### src/nearest_segment_ray_hit_top_macros.svh
// Assertion macros for the nearest segment ray hit block.
`ifndef NEAREST_SEGMENT_RAY_HIT_TOP_MACROS_SVH
`define NEAREST_SEGMENT_RAY_HIT_TOP_MACROS_SVH

// Same-cycle implication, checked outside reset.
`define NSRH_ASSERT_IMPL(label, ante, cons) \
  label: assert property (@(posedge clk_i) disable iff (!rst_ni) (ante) |-> (cons)) \
    else $error("nsrh: implication check failed");

// Next-cycle implication, checked outside reset.
`define NSRH_ASSERT_NEXT(label, ante, cons) \
  label: assert property (@(posedge clk_i) disable iff (!rst_ni) (ante) |=> (cons)) \
    else $error("nsrh: next-cycle check failed");

`endif

### src/nsrh_pkg.sv
// Shared types and constants for the nearest segment ray hit block.
`timescale 1ns / 1ps
`default_nettype none
package nsrh_pkg;

  localparam int MaxSegments = 64;
  localparam int IdxW        = 6;
  localparam int CntW        = 7;
  localparam int CoordW      = 32;
  localparam int DiffW       = CoordW + 1;
  localparam int MulW        = 35;
  localparam int MulPW       = 2 * MulW;
  localparam int CrossW      = 68;
  localparam int NumSplit    = 34;
  localparam int ProdW       = 104;
  localparam int RemW        = CrossW + 1;
  localparam int DivSteps    = ProdW;
  localparam int DivCntW     = 7;
  localparam int SegW        = 4 * CoordW;

  typedef enum logic [1:0] {
    OP_CLEAR  = 2'd0,
    OP_APPEND = 2'd1,
    OP_CAST   = 2'd2,
    OP_NONE   = 2'd3
  } opcode_e;

  typedef enum logic [4:0] {
    DP_NOP, DP_CLEAR, DP_LATCH, DP_APPEND, DP_RAYINIT, DP_READ, DP_LOAD,
    DP_DEN0, DP_DEN1, DP_NUM0, DP_NUM1, DP_PX0, DP_PX1, DP_PY0, DP_PY1,
    DP_DIVLD, DP_DIVSTEP, DP_FIXQ, DP_SETX, DP_SETY, DP_CHECK,
    DP_DIST0, DP_DIST1, DP_UPDATE, DP_NEXT, DP_EMIT
  } dp_op_e;

  typedef enum logic [4:0] {
    ST_IDLE, ST_APPEND, ST_RAYINIT, ST_READ, ST_LOAD, ST_DEN0, ST_DEN1,
    ST_NUM0, ST_NUM1, ST_PX0, ST_PX1, ST_DLDX, ST_DIVX, ST_FIXX, ST_SETX,
    ST_PY0, ST_PY1, ST_DLDY, ST_DIVY, ST_FIXY, ST_SETY, ST_CHECK,
    ST_DIST0, ST_DIST1, ST_UPDATE, ST_NEXT, ST_EMIT
  } state_e;

  typedef struct packed {
    dp_op_e op;
  } dp_cmd_t;

  typedef struct packed {
    logic store_empty;
    logic den_zero;
    logic div_last;
    logic hit_ok;
    logic closer;
    logic scan_last;
    logic out_free;
  } dp_status_t;

endpackage
`default_nettype wire

### src/nsrh_ctrl.sv
// Controller: state machine that sequences the datapath for each item.
`timescale 1ns / 1ps
`default_nettype none
module nsrh_ctrl (
  input  wire logic                 clk_i,
  input  wire logic                 rst_ni,
  input  wire logic                 in_valid_i,
  input  wire logic [1:0]           opcode_i,
  output logic                      in_ready_o,
  input  wire nsrh_pkg::dp_status_t status_i,
  output nsrh_pkg::dp_cmd_t         cmd_o
);
  import nsrh_pkg::*;

  state_e state_q, state_d;

  always_ff @(posedge clk_i or negedge rst_ni) begin
    if (!rst_ni) begin
      state_q <= ST_IDLE;
    end else begin
      state_q <= state_d;
    end
  end

  always_comb begin
    state_d    = state_q;
    cmd_o.op   = DP_NOP;
    in_ready_o = 1'b0;
    case (state_q)
      ST_IDLE: begin
        in_ready_o = 1'b1;
        if (in_valid_i) begin
          case (opcode_e'(opcode_i))
            OP_CLEAR:  cmd_o.op = DP_CLEAR;
            OP_APPEND: begin cmd_o.op = DP_LATCH; state_d = ST_APPEND;  end
            OP_CAST:   begin cmd_o.op = DP_LATCH; state_d = ST_RAYINIT; end
            default:   cmd_o.op = DP_NOP;
          endcase
        end
      end
      ST_APPEND: begin cmd_o.op = DP_APPEND; state_d = ST_EMIT; end
      ST_RAYINIT: begin
        cmd_o.op = DP_RAYINIT;
        state_d  = status_i.store_empty ? ST_EMIT : ST_READ;
      end
      ST_READ: begin cmd_o.op = DP_READ; state_d = ST_LOAD; end
      ST_LOAD: begin cmd_o.op = DP_LOAD; state_d = ST_DEN0; end
      ST_DEN0: begin cmd_o.op = DP_DEN0; state_d = ST_DEN1; end
      ST_DEN1: begin cmd_o.op = DP_DEN1; state_d = ST_NUM0; end
      ST_NUM0: begin
        if (status_i.den_zero) begin
          state_d = ST_NEXT;
        end else begin
          cmd_o.op = DP_NUM0;
          state_d  = ST_NUM1;
        end
      end
      ST_NUM1: begin cmd_o.op = DP_NUM1; state_d = ST_PX0; end
      ST_PX0:  begin cmd_o.op = DP_PX0;  state_d = ST_PX1; end
      ST_PX1:  begin cmd_o.op = DP_PX1;  state_d = ST_DLDX; end
      ST_DLDX: begin cmd_o.op = DP_DIVLD; state_d = ST_DIVX; end
      ST_DIVX: begin
        cmd_o.op = DP_DIVSTEP;
        if (status_i.div_last) state_d = ST_FIXX;
      end
      ST_FIXX: begin cmd_o.op = DP_FIXQ; state_d = ST_SETX; end
      ST_SETX: begin cmd_o.op = DP_SETX; state_d = ST_PY0; end
      ST_PY0:  begin cmd_o.op = DP_PY0;  state_d = ST_PY1; end
      ST_PY1:  begin cmd_o.op = DP_PY1;  state_d = ST_DLDY; end
      ST_DLDY: begin cmd_o.op = DP_DIVLD; state_d = ST_DIVY; end
      ST_DIVY: begin
        cmd_o.op = DP_DIVSTEP;
        if (status_i.div_last) state_d = ST_FIXY;
      end
      ST_FIXY: begin cmd_o.op = DP_FIXQ; state_d = ST_SETY; end
      ST_SETY: begin cmd_o.op = DP_SETY; state_d = ST_CHECK; end
      ST_CHECK: begin
        cmd_o.op = DP_CHECK;
        state_d  = status_i.hit_ok ? ST_DIST0 : ST_NEXT;
      end
      ST_DIST0:  begin cmd_o.op = DP_DIST0;  state_d = ST_DIST1; end
      ST_DIST1:  begin cmd_o.op = DP_DIST1;  state_d = ST_UPDATE; end
      ST_UPDATE: begin cmd_o.op = DP_UPDATE; state_d = ST_NEXT; end
      ST_NEXT: begin
        cmd_o.op = DP_NEXT;
        state_d  = status_i.scan_last ? ST_EMIT : ST_READ;
      end
      ST_EMIT: begin
        if (status_i.out_free) begin
          cmd_o.op = DP_EMIT;
          state_d  = ST_IDLE;
        end
      end
      default: state_d = ST_IDLE;
    endcase
  end

endmodule
`default_nettype wire

### config.mk
export PLATFORM = sky130hd
export DESIGN_NAME = nsrh_ctrl
export DESIGN_NICKNAME = d
export VERILOG_FILES = /design/src/nearest_segment_ray_hit_top_macros.svh /design/src/nsrh_pkg.sv /design/src/nsrh_ctrl.sv
export SDC_FILE = /design/constraint.sdc
export NUM_CORES = 1
export LEC_CHECK = 0
export ABC_AREA = 1
export BUFFER_PORTS_ARGS = -buffer_cell sky130_fd_sc_hd__buf_2
export CELL_PAD_IN_SITES_DETAIL_PLACEMENT = 1
export CELL_PAD_IN_SITES_GLOBAL_PLACEMENT = 2
export CORE_ASPECT_RATIO = 0.6
export CORE_UTILIZATION = 28
export DETAILED_ROUTE_END_ITERATION = 8
export PLACE_DENSITY = 0.8
export SLEW_MARGIN = 40
export SYNTH_ARGS = -nofsm -noshare
export SYNTH_HDL_FRONTEND = slang
export SYNTH_SLANG_ARGS = --single-unit
### constraint.sdc
create_clock -name clk_i -period 2.28 [get_ports clk_i]
set_input_delay 0.228 -clock clk_i [delete_from_list [all_inputs] [get_ports clk_i]]
set_output_delay 0.228 -clock clk_i [all_outputs]
set_load 0.02 [all_outputs]
==> results.yml <==
status:
  status: "completed"
global_routing:
  antenna_found_initial: 0
  grt-ovfl-total: 0
  grt_usage: 0.231
  grt_max_degree: 14
  grt_pass1_wl_microns: 5630
  grt_pass1_vias: 1113
final_layout:
  final_net_count: 205
  syn_to_final_growth_pct: 19.4
  top_register: "state_q"
  top_regs: "state_q (5)"
  largest_reg_flops: 5
  diodes: 0
  fin_area_sq_mm: 0.00108
  drive_above_1_share: 0.201
  finalNonFillerCells: 231
clock_network:
  clock_sinks: 5
  cts_buffers: 3
  cts.path.max_buffers: 2
  cts.clk_slew.worst_paths_ps: 40
  cts-root-buf: "clkbuf_8"
  cts_tree: "built"
  cts_resized: 0
  worstSkewPairLatency_ps: 230
  postCtsSetupRepairBufs: 0
  cts_max_level: 1
sta:
  fin_crit_ps: 2090
  rsz0062_at_grt: "false"
  maxSlewHeadroom: 0.739
  setup_tns_ps: 0
  hold_slack_ps: 307
  worstMarginPinSlew_ps: 391
  maxSlewViolCount: 0
  fin_crit_sh: 0.915
  skew_ps: 7.00
  report.final.hold_viol_count: 0
  final-setup-viol-count: 0
  clock.fmax_mhz: 479
placed_design:
  placed_area_sq_mm: 0.00102
  placed_cells: 226
  globalplace.congestion: 0.895
  hpwl_microns: 3010
  port_buffers: 16
synth:
  ys.flop_type: "dfrtp_1"
  synth-seq-cells: 5
  synth_area_sq_um: 903
  ys_types: 22
  ys_warn_count: 0
  synth_fp_nets: 185
  synthArstFlopShare: 1.00
  ys_seq_area_frac: 0.139
  syn_inst: 170
  synth-edff-count: 0
  avgSynthCellArea_sq_um: 5.31
worst_setup_path:
  ff2ff_setup_slack_ps: 540
  critPathLaunchType: "flip-flop"
  worst_ep_required_time_ps: 2050
  critPathMaxStageDelay_ps: 570
  cp_max_fo: 13
  cp_slowest_cell: "dfrtp_1"
  path_class: "reg2out"
  path_cells: "inv_2 > nand3_2 > nor2_1 > nor2_1 > nand2_1 > nor2_1 > nand4_1 > buf_2"
  r2r-start: "state_q[4]"
  r2r_cells: 9
  regToRegEndpoint: "state_q[0]"
  worst_setup_path_end_kind: "primary output"
  critPathBufInv: 2
  cp.arrival_ps: 1860
  crit_family: "simple AND/OR/NAND/NOR gates"
  cpMostUsedCell: "nor2_1"
floorplanning:
  fp.dieH_microns: 46.0
  core_area_sq_mm: 0.00297
  initial_utilization: 0.305
  num_io_pins: 18
  num_rows: 15
  dieArea_sq_mm: 0.00346
  fp.dieW_microns: 75.3
worst_hold_path:
  worstHoldStart: "status_i[3]"
  whs_endpoint: "state_q[2]"
  hold_depth: 3
  min_path_type: "in2reg"
routing:
  drt_first_pass_iters: 4
  drc: 0
  wl_per_cell_microns: 15.4
  vias: 1141
  drt_wl_total_microns: 3550
  drtAntennaViolNets: 0
  viasPerCell: 4.94
  first_iter_violations: 139
power_and_ir_drop:
  cellPowerDensity_mw_per_mm2: 1470
  ir_drop_uv: 442
  p_switching_uw: 969
  intPower_uw: 615
  total_power_mw: 1.58
  power_frac_comb: 0.746
  p_sw_frac: 0.612
  pwr-share-clk: 0.107
  seqPwrFrac: 0.147
  p_leak_nw: 0.660
run:
  maxCapViolations: 0
[layout make-up]
type                       count  area [sq um]
clock buffer                   4          45.0
fill                         436          1890
inverter                      24          90.1
multi-input combinational    139           676
sequential                     5           125
tap                           42          52.6
timing repair buffer          17          90.1
[per-stage QoR]
stage	utilization	setup WS [ps]
after floorplan	-	823
after global placement	0.345	467
after detailed placement	0.345	443
after CTS	0.364	205
after global routing	0.364	25.2
final	0.364	194
[worst register-to-register path: stages, from the launching register on]
cell and delay, ps:
dfrtp_1 570, inv_2 210, nand3_2 140, inv_1 90, nand2_1 90, nand2_2 80
nor2_1 120, nand3_1 120, nor2_1 140, nor2_1 70
[how the worst max path moves through the flow]
stage          cells past startpoint  slack, ps  startpoint        to
2_1_floorplan                      7        820  state_q[0]  cmd_o[2]
3_3_place_gp                       8        470  state_q[4]  cmd_o[2]
6_report                           8        190  state_q[4]  cmd_o[2]
3_5_place_dp                       8        440  state_q[4]  cmd_o[2]
5_1_grt                            8         30  state_q[4]  cmd_o[2]
4_1_cts                            8        200  state_q[4]  cmd_o[2]
[cells in the final DEF, fill, tap and decap left out, types with 4 or more instances in the layout]
master	count
nand2_1	52
nor2_1	26
nand3_1	20
inv_1	19
buf_2	16
nand4_1	8
nand2_2	6
inv_2	5
o21ai_0	5
nor3_1	5
dfrtp_1	5
nor2_2	4
[power by group through the flow]
stage          combinational [mW]  sequential, mW  clock [mW]
2_1_floorplan               0.855           0.194           0
3_3_place_gp                 1.17           0.229           0
3_5_place_dp                 1.18           0.232           0
4_1_cts                      1.18           0.231       0.173
5_1_grt                      1.30           0.244       0.179
6_report                     1.18           0.233       0.170
[logic make-up (layout without fill, tap and decap cells)]
family                   count (synthesis)  count (layout)  synth area share
AND/OR/NAND/NOR                        128             128             0.658
buffers and inverters                   26              45             0.114
AO/OA/AOI/OAI                            8               8            0.0485
flip-flops                               5               5             0.139
adder cells (fa/ha/maj)                  3               3            0.0416
[synth_stat cells, types with 2 or more instances]
library cell / instances / area, sq um
nand3_1: 20 / 100
dfrtp_1: 5 / 125
ha_1: 3 / 37.5
nand3_2: 2 / 20.0
nor2_2: 4 / 25.0
inv_1: 19 / 71.3
inv_2: 5 / 18.8
o21ai_0: 5 / 25.0
nand4_1: 8 / 50.1
nor2_1: 26 / 97.6
nand2_1: 52 / 195
nand2_2: 6 / 37.5
nor3_1: 5 / 25.0
nor2_4: 2 / 22.5
[routing by layer]
metal	global-route usage	wire length (microns)	up-vias
li1	-	-	583
met1	0.346	1830	523
met2	0.345	1420	35
met3	0.0509	296	0
met4	0.0259	0	0
met5	0	0	-
[what timing repair did]
item	in CTS	in global routing
hold buffers	1	0
hold endpoints to repair	5	0
endpoints found under the setup margin	0	0
(Power assumes the default switching activity.)
